File: src/rtl/saps_pkg.sv
// saps_pkg: shared types and codes for the sleep aware process scheduler
// no dependencies; used by every rtl file of the block

package saps_pkg;

   localparam logic [1:0] ST_DEAD     = 2'd0;
   localparam logic [1:0] ST_RUNNABLE = 2'd1;
   localparam logic [1:0] ST_RUNNING  = 2'd2;
   localparam logic [1:0] ST_BLOCKED  = 2'd3;

   localparam logic [1:0] REQ_TICK  = 2'd0;
   localparam logic [1:0] REQ_FORK  = 2'd1;
   localparam logic [1:0] REQ_SLEEP = 2'd2;
   localparam logic [1:0] REQ_EXIT  = 2'd3;

   localparam logic [7:0] TIME_SLICE_RESET = 8'd10;
   localparam logic [7:0] SLICE_MAX        = 8'd255;

   typedef struct packed {
      logic [1:0]  state;
      logic [15:0] sleep_left;
      logic [7:0]  slice_used;
   } slot_word_type;

   typedef struct packed {
      logic [1:0]  op;
      logic        is_cur;
      logic        is_zero;
      logic [15:0] ticks;
   } slot_ctrl_type;

endpackage

File: src/rtl/sleep_aware_process_scheduler_core.sv
// sleep_aware_process_scheduler_core: top level, sequencer and handshake
// tick, sleep and exit: read and write back every slot, then finish the current slot and, on a switch, the picked slot
// fork: read slots upward from 0 until the lowest dead slot is claimed, or through the last slot
// one transaction at a time; req_ready returns in the same cycle the response is raised
// synchronous reset returns control to its reset values; table valid bits make it read as reset values at once
// depends on saps_pkg, saps_slot_mem, saps_slot_unit

module sleep_aware_process_scheduler_core #(
   parameter int NUM_PROCS = 8
) (
   input  logic        clock,
   input  logic        reset,
   input  logic        csr_wen,
   input  logic [7:0]  csr_wdata,
   input  logic        req_valid,
   output logic        req_ready,
   input  logic [1:0]  req_type,
   input  logic [15:0] req_sleep_ticks,
   output logic        rsp_valid,
   input  logic        rsp_ready,
   output logic [2:0]  rsp_running_proc,
   output logic        rsp_switched,
   output logic        rsp_fork_ok,
   output logic [2:0]  rsp_fork_child
);

   localparam int IDX_W = $clog2(NUM_PROCS);
   localparam logic [IDX_W-1:0] LAST_IDX = IDX_W'(NUM_PROCS - 1);

   localparam logic [2:0] S_IDLE     = 3'd0;
   localparam logic [2:0] S_RD       = 3'd1;
   localparam logic [2:0] S_WR       = 3'd2;
   localparam logic [2:0] S_FIN_CUR  = 3'd3;
   localparam logic [2:0] S_FIN_PICK = 3'd4;
   localparam logic [2:0] S_DONE     = 3'd5;

   logic [2:0]              state_ff, state_in;
   logic [IDX_W-1:0]        idx_ff, idx_in;
   logic [1:0]              op_ff, op_in;
   logic [15:0]             ticks_ff, ticks_in;
   logic [IDX_W-1:0]        cur_ff, cur_in;
   logic [IDX_W-1:0]        before_ff, before_in;
   logic                    found_ff, found_in;
   logic [IDX_W-1:0]        pick_ff, pick_in;
   saps_pkg::slot_word_type pick_word_ff, pick_word_in;
   saps_pkg::slot_word_type cur_word_ff, cur_word_in;
   logic                    fork_ok_ff, fork_ok_in;
   logic [IDX_W-1:0]        child_ff, child_in;
   logic [7:0]              time_slice_ff, time_slice_in;
   logic                    rsp_valid_ff, rsp_valid_in;
   logic [2:0]              rsp_running_ff, rsp_running_in;
   logic                    rsp_switched_ff, rsp_switched_in;
   logic                    rsp_fork_ok_ff, rsp_fork_ok_in;
   logic [2:0]              rsp_child_ff, rsp_child_in;

   logic                    mem_rd_en;
   saps_pkg::slot_word_type mem_rd_word;
   logic                    mem_wr_en;
   logic [IDX_W-1:0]        mem_wr_addr;
   saps_pkg::slot_word_type mem_wr_word;
   saps_pkg::slot_ctrl_type unit_ctrl;
   saps_pkg::slot_word_type unit_word;
   logic                    need_switch;
   logic [IDX_W+2:0]        cur_ext;
   logic [IDX_W+2:0]        child_ext;

   saps_slot_mem #(
      .NUM_PROCS (NUM_PROCS),
      .IDX_W     (IDX_W)
   ) u_mem (
      .clock   (clock),
      .reset   (reset),
      .rd_en   (mem_rd_en),
      .rd_addr (idx_ff),
      .rd_word (mem_rd_word),
      .wr_en   (mem_wr_en),
      .wr_addr (mem_wr_addr),
      .wr_word (mem_wr_word)
   );

   always_comb begin
      unit_ctrl.op      = op_ff;
      unit_ctrl.is_cur  = (idx_ff == cur_ff);
      unit_ctrl.is_zero = (idx_ff == '0);
      unit_ctrl.ticks   = ticks_ff;
   end

   saps_slot_unit u_unit (
      .ctrl     (unit_ctrl),
      .word_in  (mem_rd_word),
      .word_out (unit_word)
   );

   assign req_ready = (state_ff == S_IDLE);
   assign cur_ext   = {3'b000, cur_ff};
   assign child_ext = {3'b000, child_ff};

   assign need_switch = (cur_word_ff.slice_used >= time_slice_ff)
                     || (cur_word_ff.state == saps_pkg::ST_DEAD)
                     || (cur_word_ff.state == saps_pkg::ST_BLOCKED)
                     || (cur_ff == '0);

   always_comb begin
      state_in        = state_ff;
      idx_in          = idx_ff;
      op_in           = op_ff;
      ticks_in        = ticks_ff;
      cur_in          = cur_ff;
      before_in       = before_ff;
      found_in        = found_ff;
      pick_in         = pick_ff;
      pick_word_in    = pick_word_ff;
      cur_word_in     = cur_word_ff;
      fork_ok_in      = fork_ok_ff;
      child_in        = child_ff;
      time_slice_in   = csr_wen ? csr_wdata : time_slice_ff;
      rsp_valid_in    = rsp_valid_ff && !rsp_ready;
      rsp_running_in  = rsp_running_ff;
      rsp_switched_in = rsp_switched_ff;
      rsp_fork_ok_in  = rsp_fork_ok_ff;
      rsp_child_in    = rsp_child_ff;
      mem_rd_en       = 1'b0;
      mem_wr_en       = 1'b0;
      mem_wr_addr     = idx_ff;
      mem_wr_word     = unit_word;

      unique case (state_ff)
         S_IDLE: begin
            if (req_valid) begin
               op_in      = req_type;
               ticks_in   = req_sleep_ticks;
               before_in  = cur_ff;
               idx_in     = '0;
               found_in   = 1'b0;
               pick_in    = '0;
               fork_ok_in = 1'b0;
               child_in   = '0;
               state_in   = S_RD;
            end
         end
         S_RD: begin
            mem_rd_en = 1'b1;
            state_in  = S_WR;
         end
         S_WR: begin
            if (op_ff == saps_pkg::REQ_FORK) begin
               if (mem_rd_word.state == saps_pkg::ST_DEAD) begin
                  mem_wr_en              = 1'b1;
                  mem_wr_word.state      = saps_pkg::ST_RUNNABLE;
                  mem_wr_word.sleep_left = 16'd0;
                  mem_wr_word.slice_used = 8'd0;
                  fork_ok_in             = 1'b1;
                  child_in               = idx_ff;
                  state_in               = S_DONE;
               end else if (idx_ff == LAST_IDX) begin
                  state_in = S_DONE;
               end else begin
                  idx_in   = idx_ff + IDX_W'(1);
                  state_in = S_RD;
               end
            end else begin
               mem_wr_en = 1'b1;
               if (idx_ff == cur_ff) begin
                  cur_word_in = unit_word;
               end
               if (idx_ff != '0 && idx_ff != cur_ff
                   && unit_word.state == saps_pkg::ST_RUNNABLE) begin
                  found_in     = 1'b1;
                  pick_in      = idx_ff;
                  pick_word_in = unit_word;
               end
               if (idx_ff == LAST_IDX) begin
                  state_in = S_FIN_CUR;
               end else begin
                  idx_in   = idx_ff + IDX_W'(1);
                  state_in = S_RD;
               end
            end
         end
         S_FIN_CUR: begin
            if (need_switch) begin
               if (cur_word_ff.state == saps_pkg::ST_RUNNING) begin
                  mem_wr_en              = 1'b1;
                  mem_wr_addr            = cur_ff;
                  mem_wr_word.state      = saps_pkg::ST_RUNNABLE;
                  mem_wr_word.sleep_left = cur_word_ff.sleep_left;
                  mem_wr_word.slice_used = 8'd0;
               end
               state_in = S_FIN_PICK;
            end else begin
               state_in = S_DONE;
            end
         end
         S_FIN_PICK: begin
            if (found_ff) begin
               mem_wr_en              = 1'b1;
               mem_wr_addr            = pick_ff;
               mem_wr_word.state      = saps_pkg::ST_RUNNING;
               mem_wr_word.sleep_left = pick_word_ff.sleep_left;
               mem_wr_word.slice_used = pick_word_ff.slice_used;
               cur_in                 = pick_ff;
            end else begin
               cur_in = '0;
            end
            state_in = S_DONE;
         end
         S_DONE: begin
            if (!rsp_valid_ff || rsp_ready) begin
               rsp_valid_in    = 1'b1;
               rsp_running_in  = cur_ext[2:0];
               rsp_switched_in = (cur_ff != before_ff);
               rsp_fork_ok_in  = fork_ok_ff;
               rsp_child_in    = child_ext[2:0];
               state_in        = S_IDLE;
            end
         end
         default: begin
            state_in = S_IDLE;
         end
      endcase
   end

   always_ff @(posedge clock) begin
      if (reset) begin
         state_ff      <= S_IDLE;
         cur_ff        <= '0;
         time_slice_ff <= saps_pkg::TIME_SLICE_RESET;
         rsp_valid_ff  <= 1'b0;
      end else begin
         state_ff      <= state_in;
         cur_ff        <= cur_in;
         time_slice_ff <= time_slice_in;
         rsp_valid_ff  <= rsp_valid_in;
      end
   end

   always_ff @(posedge clock) begin
      idx_ff          <= idx_in;
      op_ff           <= op_in;
      ticks_ff        <= ticks_in;
      before_ff       <= before_in;
      found_ff        <= found_in;
      pick_ff         <= pick_in;
      pick_word_ff    <= pick_word_in;
      cur_word_ff     <= cur_word_in;
      fork_ok_ff      <= fork_ok_in;
      child_ff        <= child_in;
      rsp_running_ff  <= rsp_running_in;
      rsp_switched_ff <= rsp_switched_in;
      rsp_fork_ok_ff  <= rsp_fork_ok_in;
      rsp_child_ff    <= rsp_child_in;
   end

   assign rsp_valid        = rsp_valid_ff;
   assign rsp_running_proc = rsp_running_ff;
   assign rsp_switched     = rsp_switched_ff;
   assign rsp_fork_ok      = rsp_fork_ok_ff;
   assign rsp_fork_child   = rsp_child_ff;

   a_accept_starts_walk: assert property (@(posedge clock) disable iff (reset)
      (req_valid && req_ready) |=> (state_ff == S_RD))
      else $error("accepted transaction did not start the slot walk");

   a_cur_in_range: assert property (@(posedge clock) disable iff (reset)
      ({1'b0, cur_ff} < (IDX_W + 1)'(NUM_PROCS)))
      else $error("current slot out of range");

   a_pick_not_cur: assert property (@(posedge clock) disable iff (reset)
      (state_ff == S_FIN_PICK && found_ff) |-> (pick_ff != cur_ff))
      else $error("picked slot equals current slot");

   a_rsp_from_done: assert property (@(posedge clock) disable iff (reset)
      $rose(rsp_valid_ff) |-> ($past(state_ff) == S_DONE))
      else $error("response raised outside completion");

   a_fork_no_switch: assert property (@(posedge clock) disable iff (reset)
      (rsp_valid_ff && rsp_fork_ok_ff) |-> !rsp_switched_ff)
      else $error("fork changed the current slot");

endmodule

File: src/rtl/saps_slot_mem.sv
// saps_slot_mem: per-slot table (state, sleep counter, slice count)
// one read and one write port, registered read; valid bits give reset values
// depends on saps_pkg

module saps_slot_mem #(
   parameter int NUM_PROCS = 8,
   parameter int IDX_W     = 3
) (
   input  logic                   clock,
   input  logic                   reset,
   input  logic                   rd_en,
   input  logic [IDX_W-1:0]       rd_addr,
   output saps_pkg::slot_word_type rd_word,
   input  logic                   wr_en,
   input  logic [IDX_W-1:0]       wr_addr,
   input  saps_pkg::slot_word_type wr_word
);

   saps_pkg::slot_word_type mem_ff [NUM_PROCS];
   logic [NUM_PROCS-1:0]    vld_ff;
   saps_pkg::slot_word_type rd_q_ff;
   logic                    rd_vld_ff;
   logic                    rd_zero_ff;
   saps_pkg::slot_word_type rst_word;

   always_ff @(posedge clock) begin
      if (wr_en) begin
         mem_ff[wr_addr] <= wr_word;
      end
      if (rd_en) begin
         rd_q_ff    <= mem_ff[rd_addr];
         rd_vld_ff  <= vld_ff[rd_addr];
         rd_zero_ff <= (rd_addr == '0);
      end
   end

   always_ff @(posedge clock) begin
      if (reset) begin
         vld_ff <= '0;
      end else if (wr_en) begin
         vld_ff[wr_addr] <= 1'b1;
      end
   end

   // slot 0 starts running, the rest dead
   always_comb begin
      rst_word.state      = rd_zero_ff ? saps_pkg::ST_RUNNING : saps_pkg::ST_DEAD;
      rst_word.sleep_left = 16'd0;
      rst_word.slice_used = 8'd0;
      rd_word             = rd_vld_ff ? rd_q_ff : rst_word;
   end

endmodule

File: src/rtl/saps_slot_unit.sv
// saps_slot_unit: shared update of one slot entry per step
// applies sleep/exit to the current slot, sleep countdown, slice charge
// depends on saps_pkg

module saps_slot_unit (
   input  saps_pkg::slot_ctrl_type ctrl,
   input  saps_pkg::slot_word_type word_in,
   output saps_pkg::slot_word_type word_out
);

   saps_pkg::slot_word_type w;

   always_comb begin
      w = word_in;
      if (ctrl.is_cur && ctrl.op == saps_pkg::REQ_SLEEP) begin
         w.state      = saps_pkg::ST_BLOCKED;
         w.sleep_left = ctrl.ticks;
      end else if (ctrl.is_cur && ctrl.op == saps_pkg::REQ_EXIT) begin
         w.state = saps_pkg::ST_DEAD;
      end
      if (!ctrl.is_zero && w.state == saps_pkg::ST_BLOCKED) begin
         w.sleep_left = w.sleep_left - 16'd1;
         if (w.sleep_left == 16'd0) begin
            w.state = saps_pkg::ST_RUNNABLE;
         end
      end
      if (ctrl.is_cur && w.slice_used != saps_pkg::SLICE_MAX) begin
         w.slice_used = w.slice_used + 8'd1;
      end
      word_out = w;
   end

endmodule
File: config.mk
export PLATFORM = sky130hd
export DESIGN_NAME = sleep_aware_process_scheduler_core
export DESIGN_NICKNAME = d
export VERILOG_FILES = /design/src/rtl/saps_pkg.sv /design/src/rtl/sleep_aware_process_scheduler_core.sv /design/src/rtl/saps_slot_mem.sv /design/src/rtl/saps_slot_unit.sv
export SDC_FILE = /design/constraint.sdc
export NUM_CORES = 1
export LEC_CHECK = 0
export ABC_AREA = 1
export BUFFER_PORTS_ARGS = -buffer_cell sky130_fd_sc_hd__buf_2
export CORE_ASPECT_RATIO = 0.7
export CORE_MARGIN = 2
export CORE_UTILIZATION = 42
export CTS_CLUSTER_DIAMETER = 100
export CTS_CLUSTER_SIZE = 16
export DETAILED_ROUTE_END_ITERATION = 16
export SYNTH_ARGS = -nofsm -noshare
export SYNTH_HDL_FRONTEND = slang
export SYNTH_SLANG_ARGS = --single-unit
File: constraint.sdc
create_clock -name clock -period 3.6 [get_ports clock]
set_input_delay 0.54 -clock clock [delete_from_list [all_inputs] [get_ports clock]]
set_output_delay 0.54 -clock clock [all_outputs]
set_load 0.01 [all_outputs]
==> impl_metrics.yaml, run 1 <==
clock_tree:
  clk_pin_slew_ps: 80
  htree_levels: 1
  postCtsSetupRepairBufs: 0
  cts_inserted_buffers: 25
  cts_root_buf: "clkbuf_16"
  postCtsHoldBufs: 0
  clk_latency_ps: 540
  cts_sinks: 349
  ctsResizeCount: 0
  cts_tree: "built"
  clk_path_buf_depth: 3
critical_path:
  reg2regPathDepth: 16
  cp_max_fo: 10
  critPathRequiredTime_ps: 3890
  cp-startpoint: "cur_word_ff[5]"
  r2r_end: "u_mem.mem_ff[6][7]"
  r2r_slack_ps: 370
  critical_path_class: "reg2reg"
  endpoint_kind: "flop"
  timing.rr.start: "cur_word_ff[5]"
  cp_data_arrival_time_ps: 3520
  start_kind: "flop"
synth:
  ys_seq_elements: 349
  syn_avg_cell_area_sq_um: 10.8
  yosysUniqueCellTypes: 38
  synth_cells: 1397
  synthArstFlopShare_pct: 0
  syn_nets: 1441
  synthFlopType: "edfxtp_1"
  synth_edf_count: 326
  yosysSeqAreaShare_pct: 67.9
  netlist_area_sq_mm: 0.0151
  synth_warnings: 0
floorplan:
  die_w_microns: 231
  fp.coreArea_sq_mm: 0.0357
  row_count: 58
  die-area_sq_mm: 0.0375
  initial_core_util_pct: 42.3
  die_y_microns: 163
  io_pins: 41
timing:
  slew_headroom_pct: 41.0
  finalCritPeriodShare_pct: 89.8
  hold_ws_ps: 175
  finalSetupTns_ps: 0
  skew_ps: 13.8
  slew_violations: 0
  hold_violations: 0
  finalSetupViolCount: 0
  finalCriticalPeriod_ps: 3230
  fmax_mhz: 309
  tightest_slew_ps: 885
  rsz0062_at_grt: "no"
grt:
  grt_pass1_vias: 9370
  grt-ovfl-total: 0
  antenna_found_initial: 0
  grt_pass1_wl_microns: 54700
  grt_usage_pct: 19.0
  grt_max_degree: 88
job:
  max-cap-violations: 0
route:
  first_iter_violations: 1097
  wl_per_cell_microns: 18.4
  routed_via_density: 5.24
  num_vias: 10183
  ant_nets: 0
  totalWireLength_microns: 35700
  drcViolationCount: 0
  first_pass_iters: 5
cells_and_area:
  regArea_sq_mm: 0.0102
  area_growth_pct: 11.4
  nNetsFinal: 1498
  n_antenna_cell: 0
  final_core_util_pct: 47.1
  multi_input_area_sq_mm: 0.00416
  drive_above_1_share_pct: 10.8
  fillers: 3299
placement:
  place.gp.congestion: 0.912
  numPortBuffers: 40
  place_hpwl_microns: 22400
power:
  ir_drop_mv: 0.339
  power_density_mw_per_mm2: 522
  power.leakage_nw: 6.25
hold_path:
  whs_endpoint: "ticks_ff[6]"
  hold_path_depth: 1
  hold_path_class: "in2reg"
  hold_start: "req_sleep_ticks[6]"
status:
  outcome: "finished, final reports clean"
-- worst max path at each step --
stage | to | cells past startpoint
global placement | u_mem.mem_ff[7][18] | 9
detailed placement | u_mem.mem_ff[7][18] | 9
global route | pick_word_ff[20] | 19
finish | u_mem.mem_ff[6][7] | 16
floorplan | u_mem.mem_ff[2][0] | 13
CTS | u_mem.mem_ff[6][18] | 9
-- where the power goes --
group	switching [mW]	total (mW)	internal, mW
clock network	1.29	2.56	1.27
logic	0.997	1.39	0.398
registers	0.0596	4.83	4.77
total	2.35	8.79	6.44
-- placed cells by master, fill, tap and decap left out, drive strengths merged --
cell / n
edfxtp: 326
nor2: 261
nand2: 245
o21ai: 156
inv: 117
buf: 93
nand3: 43
clkbuf: 35
a21oi: 33
a31oi: 29
o22ai: 27
dfxtp: 23
nand4: 23
ha: 13
o211ai: 12
xor2: 8
nor3: 5
xnor2: 4
o21a: 2
a211oi: 2
a22o: 1
o21bai: 1
nor4: 1
mux2i: 1
or2: 1
clkinv: 1
-- kinds of logic after synthesis --
| family | after synthesis | share of synthesized area [%] |
|---|---|---|
| AND/OR/NAND/NOR | 579 | 15.9 |
| flip-flops | 349 | 67.9 |
| AO/OA/AOI/OAI | 263 | 9.54 |
| buffers and inverters | 180 | 4.76 |
| adder cells (fa/ha/maj) | 13 | 1.08 |
| XOR/XNOR | 12 | 0.820 |
| multiplexers | 1 | 0.0663 |
-- layer usage --
layer	up-vias	part of all wire (%)	GRT usage [%]
met5	-	0	0
met4	0	1.9	3.75
met1	4857	47	28.7
met2	345	44	29.0
li1	4931	-	-
met3	50	7.3	3.33
-- per-stage QoR --
step	std cells	power, mW	setup WS (ps)	instance area, sq um
after floorplan	1397	5.81	185	15100
after global placement	1907	6.29	392	16200
after detailed placement	1907	6.31	389	16200
after CTS	1943	8.84	386	16800
after global routing	1943	9.16	26.1	16800
final	1943	8.79	368	16800
-- sequential cells by signal (all words and copies together) (netlist names), 8 cells and up --
register,count
u_mem.vld_ff,8
pick_word_ff,24
u_mem.mem_ff,208
ticks_ff,16
cur_word_ff,26
u_mem.rd_q_ff,26
time_slice_ff,8
-- worst max-delay path, stage by stage, from the launching register on --
cell	delay, ps
edfxtp_1	450
ha_1	330
nand2_1	50
nor2_1	160
nand4_1	120
nand3_1	120
nor3_1	50
buf_4	130
nand2_1	90
nand2_1	60
nand2_1	110
o21ai_1	100
buf_4	180
nor2_2	400
buf_4	270
o21ai_0	150
buf_4	210
-- Yosys cell counts (9+ instances only) --
cell / n / area share [%]
nand3_1: 42 / 1.4
inv_1: 108 / 2.7
edfxtp_1: 326 / 65
a21oi_1: 33 / 1.1
a31oi_1: 29 / 1.2
inv_2: 9 / 0.22
ha_1: 13 / 1.1
o22ai_1: 27 / 1.1
nand2_1: 238 / 5.9
o211ai_1: 12 / 0.60
o21ai_0: 149 / 4.9
dfxtp_1: 23 / 3.0
nor2_1: 252 / 6.3
clkbuf_1: 45 / 1.1
nand4_1: 21 / 0.87
-- final cells by class --
| cell class | count | share of cell area [%] |
|---|---|---|
| multi-input combinational | 868 | 24.7 |
| clock buffer | 35 | 3.94 |
| timing repair buffer | 93 | 4.22 |
| tap | 480 | 3.57 |
| clock inverter | 1 | 0.0297 |
| sequential | 349 | 60.9 |
| inverter | 117 | 2.61 |
Power figures use the tool's default switching activity.
==> inputs of run 2 (changes only) <==
CTS_BUF_LIST = sky130_fd_sc_hd__clkbuf_8   (was default)
==> run 2 against run 1 <==
Compared with the run above:
- clock-buffer cell count fell by 10
- clock power fell by 27%
- clock skew rose by 16 ps
- register-to-register slack improved by 30 ps
- setup slack improved by 30 ps
- sequential share of layout area rose by 1.0 points
- global-route usage fell by 0.058 points
- largest cell class unchanged
==> impl_metrics.yaml, run 2 (synthesis gave the netlist of run 1 again) <==
placement:
  place_hpwl_microns: 22400
  place.gp.congestion: 0.912
  numPortBuffers: 40
  dp_cells: 1907
  dp_slack_ps: 389
  post_dp_cell_area_sq_mm: 0.0162
power:
  power.total_mw: 8.08
  power_density_mw_per_mm2: 488
  power.leakage_nw: 6.16
  ir_drop_mv: 0.274
cells_and_area:
  reg_top3: "u_mem.mem_ff: 208 flops, cur_word_ff: 26 flops, u_mem.rd_q_ff: 26 flops"
  final_core_util_pct: 46.4
  layout.cells.non_filler: 1943
  nNetsFinal: 1498
  final_common_cell: "edfxtp_1"
  final_cell_mix: "edfxtp_1 (326), nor2_1 (248), nand2_1 (238)"
  area_growth_pct: 9.59
  final_cell_area_sq_mm: 0.0165
  multi_input_area_sq_mm: 0.00416
  drive_above_1_share_pct: 10.8
  largest_reg_flops: 208
  fillers: 3320
  regArea_sq_mm: 0.0102
  n_antenna_cell: 0
  regMostFlops: "u_mem.mem_ff"
critical_path:
  critPathRequiredTime_ps: 3880
  r2r_slack_ps: 400
  endpoint_kind: "flop"
  cp_data_arrival_time_ps: 3490
  timing.rr.start: "op_ff[0]"
  start_kind: "flop"
  crit_end: "pick_word_ff[20]"
  reg2regPathDepth: 19
  critical_path_class: "reg2reg"
  cp-startpoint: "op_ff[0]"
  r2r_end: "pick_word_ff[20]"
  cp_max_fo: 24
timing:
  slew_headroom_pct: 39.2
  setup_slack_ps: 397
  rsz0062_at_grt: "no"
  tightest_slew_ps: 912
  finalCriticalPeriod_ps: 3200
  finalSetupTns_ps: 0
  finalSetupViolCount: 0
  hold_ws_ps: 115
  slew_violations: 0
  hold_violations: 0
  finalCritPeriodShare_pct: 89.0
  skew_ps: 30.2
  fmax_mhz: 312
grt:
  grt_pass1_vias: 9351
  grt_usage_pct: 19.0
  gr-usage-met1_pct: 28.7
  antenna_found_initial: 0
  grt_pass1_wl_microns: 54600
  grtUsageMet3_pct: 3.17
  grt_max_degree: 88
  grtUsageMet2_pct: 29.0
  grt-ovfl-total: 0
  grt-busiest-layer: "met2"
route:
  first_iter_violations: 1020
  drcViolationCount: 0
  ant_nets: 0
  num_vias: 10211
  routed_via_density: 5.26
  first_pass_iters: 7
  totalWireLength_microns: 35600
  wl_per_cell_microns: 18.3
hold_path:
  hold_path_depth: 1
  hold_path_class: "in2reg"
clock_tree:
  cts_root_buf: "clkbuf_8"
  clk_pin_slew_ps: 110
  ctsResizeCount: 0
  postCtsHoldBufs: 0
  clk_latency_ps: 600
  htree_levels: 1
  clk_path_buf_depth: 3
  cts_inserted_buffers: 25
  cts_tree: "built"
  postCtsSetupRepairBufs: 0
  cts_sinks: 349
floorplan:
  fp.coreArea_sq_mm: 0.0357
  die-area_sq_mm: 0.0375
  initial_core_util_pct: 42.3
  die_w_microns: 231
  die_y_microns: 163
  io_pins: 41
  row_count: 58
status:
  outcome: "finished, final reports clean"
job:
  max-cap-violations: 0
[run 2: critical path, cell delays in order, from the launching register on]
cell and delay [ps]:
edfxtp_1 420, nor2_1 380, nand4_1 170, nand2_2 160, ha_1 220, inv_1 50, nor2_1 190, nand2_1 140
nor2_4 160, nand2_1 70, nand2_1 70, nand2_1 50, nor2_1 80, nand2_1 50, nor2_1 80, nand2_1 110
nand2_1 100, nand2_1 80, inv_1 100, buf_12 190
[run 2: power breakdown]
part | internal, mW | total [mW] | switching, mW | leakage, nW
clock network | 0.641 | 1.86 | 1.21 | 0.237
logic | 0.398 | 1.39 | 0.996 | 2.74
registers | 4.77 | 4.83 | 0.0588 | 3.19
[run 2: final cells by class]
type                       count  area share, %
multi-input combinational    868           25.2
clock buffer                  25           2.08
inverter                     117           2.65
timing repair buffer          93           4.29
sequential                   349           61.9
clock inverter                11          0.257
tap                          480           3.63
[run 2: layer usage]
metal / wire length, microns / share of wire [%]
met5: 0 / 0
met4: 677 / 1.9
met3: 2340 / 6.6
met2: 15600 / 44
met1: 17000 / 48
[run 2: how the worst min path moves through the flow]
stage	startpoint	slack [ps]	to
3_5_place_dp	child_ff[2]	410	rsp_fork_child[2]
5_1_grt	req_sleep_ticks[1]	80	ticks_ff[1]
2_1_floorplan	child_ff[0]	400	rsp_fork_child[0]
3_3_place_gp	fork_ok_ff	410	rsp_fork_ok
4_1_cts	req_sleep_ticks[6]	80	ticks_ff[6]
6_report	req_sleep_ticks[6]	120	ticks_ff[6]
==> inputs of run 3 (changes only) <==
CELL_PAD_IN_SITES_DETAIL_PLACEMENT = 0   (was default)
CELL_PAD_IN_SITES_GLOBAL_PLACEMENT = 1   (was default)
PLACE_DENSITY_LB_ADDON = 0.1   (was default)
==> run 3 against run 2 <==
Compared with the run above:
- wire length rose by 6.4%
- via count shrank 1.4%
- final cell count grew 0.36%
- largest power group unchanged
- highest routed layer unchanged
==> impl_metrics.yaml, run 3 (synthesis gave the netlist of run 1 again) <==
critical_path:
  critPathRequiredTime_ps: 3910
  cp_data_arrival_time_ps: 3550
  start_kind: "flop"
  endpoint_kind: "flop"
  r2r_slack_ps: 360
  max_stage_delay_ps: 420
  path_common_cell: "nand2_1"
  critical_path.cell_chain: "inv_2, nand2_1, nand2_2, nor2_4, buf_4, nand2_1, o21ai_1, nand3_1, nor2_4, nand2_1, nor2_1, nand2_1, nor2_1, nand2_1, nor2_1, nand2_1, nand2_1, nand2_1, inv_1, buf_12"
  critical_path_class: "reg2reg"
  slowest_stage: "edfxtp_1"
  cp_max_fo: 24
power:
  ir_drop_mv: 0.345
  power.leakage_nw: 6.19
  power_density_mw_per_mm2: 490
floorplan:
  die_y_microns: 163
  die_w_microns: 231
  initial_core_util_pct: 42.3
  io_pins: 41
  fp.coreArea_sq_mm: 0.0357
  die-area_sq_mm: 0.0375
  row_count: 58
cells_and_area:
  final_common_cell: "edfxtp_1"
  area_growth_pct: 9.99
  n_antenna_cell: 0
  final_cell_area_sq_mm: 0.0166
  nNetsFinal: 1505
  largest_reg_flops: 208
  regMostFlops: "u_mem.mem_ff"
  final_cell_mix: "edfxtp_1 (326), nor2_1 (246), nand2_1 (238)"
  final_core_util_pct: 46.5
  drive_above_1_share_pct: 11.4
  reg_top3: "u_mem.mem_ff: 208 flops, cur_word_ff: 26 flops, u_mem.rd_q_ff: 26 flops"
timing:
  setup_slack_ps: 357
  finalSetupViolCount: 0
  tightest_slew_ps: 809
  fmax_mhz: 308
  finalSetupTns_ps: 0
  rsz0062_at_grt: "no"
  finalCriticalPeriod_ps: 3240
  skew_ps: 17.2
  hold_violations: 0
  finalCritPeriodShare_pct: 90.1
  slew_violations: 0
  slew_headroom_pct: 46.1
  hold_ws_ps: 97.9
placement:
  dp_slack_ps: 278
  place.gp.congestion: 0.830
  place_hpwl_microns: 23200
  numPortBuffers: 40
  post_dp_cell_area_sq_mm: 0.0162
clock_tree:
  clk_pin_slew_ps: 120
  clk_path_buf_depth: 3
  postCtsHoldBufs: 0
  htree_levels: 1
  cts_inserted_buffers: 25
  cts_sinks: 349
  cts_tree: "built"
  clk_latency_ps: 610
  cts_root_buf: "clkbuf_8"
route:
  routed_via_density: 5.16
  ant_nets: 0
  wl_per_cell_microns: 19.4
  first_pass_iters: 5
  num_vias: 10067
  first_iter_violations: 816
  totalWireLength_microns: 37900
  drcViolationCount: 0
hold_path:
  hold_path_class: "in2reg"
grt:
  grt_pass1_vias: 9445
  grt-ovfl-total: 0
  grt_pass1_wl_microns: 58000
  grt_usage_pct: 20.4
  antenna_found_initial: 0
  grt_max_degree: 72
job:
  max-cap-violations: 0
status:
  outcome: "finished, final reports clean"
[run 3: cell types whose count changed in the layout (fill, tap and decap cells not counted)]
cell / delta
nor2_2: +2
clkinvlp_4: +1
inv_1: -1
buf_4: +7
nor2_1: -2
[run 3: cell type report]
type	count	area, sq um
clock buffers	25	344
clock inverters	11	46.3
fillers	3416	19100
inverters	117	439
multi-input cells	868	4170
flip-flops and latches	349	10200
well taps	480	601
repair buffers	100	763
[run 3: where the power goes]
group / switching (mW) / internal, mW / total, mW
clock network: 1.25 / 0.642 / 1.89
registers: 0.0582 / 4.77 / 4.82
logic: 1.01 / 0.417 / 1.43
[run 3: per-layer routing]
metal | share of wire [%] | vias to the layer above | track usage (%)
li1 | - | 4939 | -
met1 | 49 | 4877 | 30.5
met2 | 45 | 207 | 32.2
met3 | 4.2 | 44 | 2.92
met4 | 1.8 | 0 | 3.84
met5 | 0 | - | 0
[run 3: stage by stage]
step                      power [mW]  cells
final                           8.14   1950
after detailed placement        6.35   1911
after floorplan                 5.81   1397
after CTS                       8.23   1947
after global routing            8.54   1950
after global placement          6.35   1911
[run 3: final timing paths]
kind / depth (start not counted) / end / from
worst max register to register: 20 / pick_word_ff[20] / idx_ff[1]
worst max-delay path: 20 / pick_word_ff[20] / idx_ff[1]
worst min-delay path: 1 / ticks_ff[9] / req_sleep_ticks[9]
worst min register to register: 0 / rsp_fork_ok / fork_ok_ff
[run 3: worst max-delay path: cells and delay by family (launching register included)]
kind | cells | cell delay, ps
AOI/OAI and AO/OA | 1 | 190
DFF | 1 | 420
and+or+nand+nor | 15 | 1730
buffers and inverters | 4 | 590
[run 3: timing repair]
action | 4_1_cts | 5_1_grt
buffers inserted | 0 | 3
gates resized for setup | 0 | 2
endpoints found under the setup margin | 0 | 28
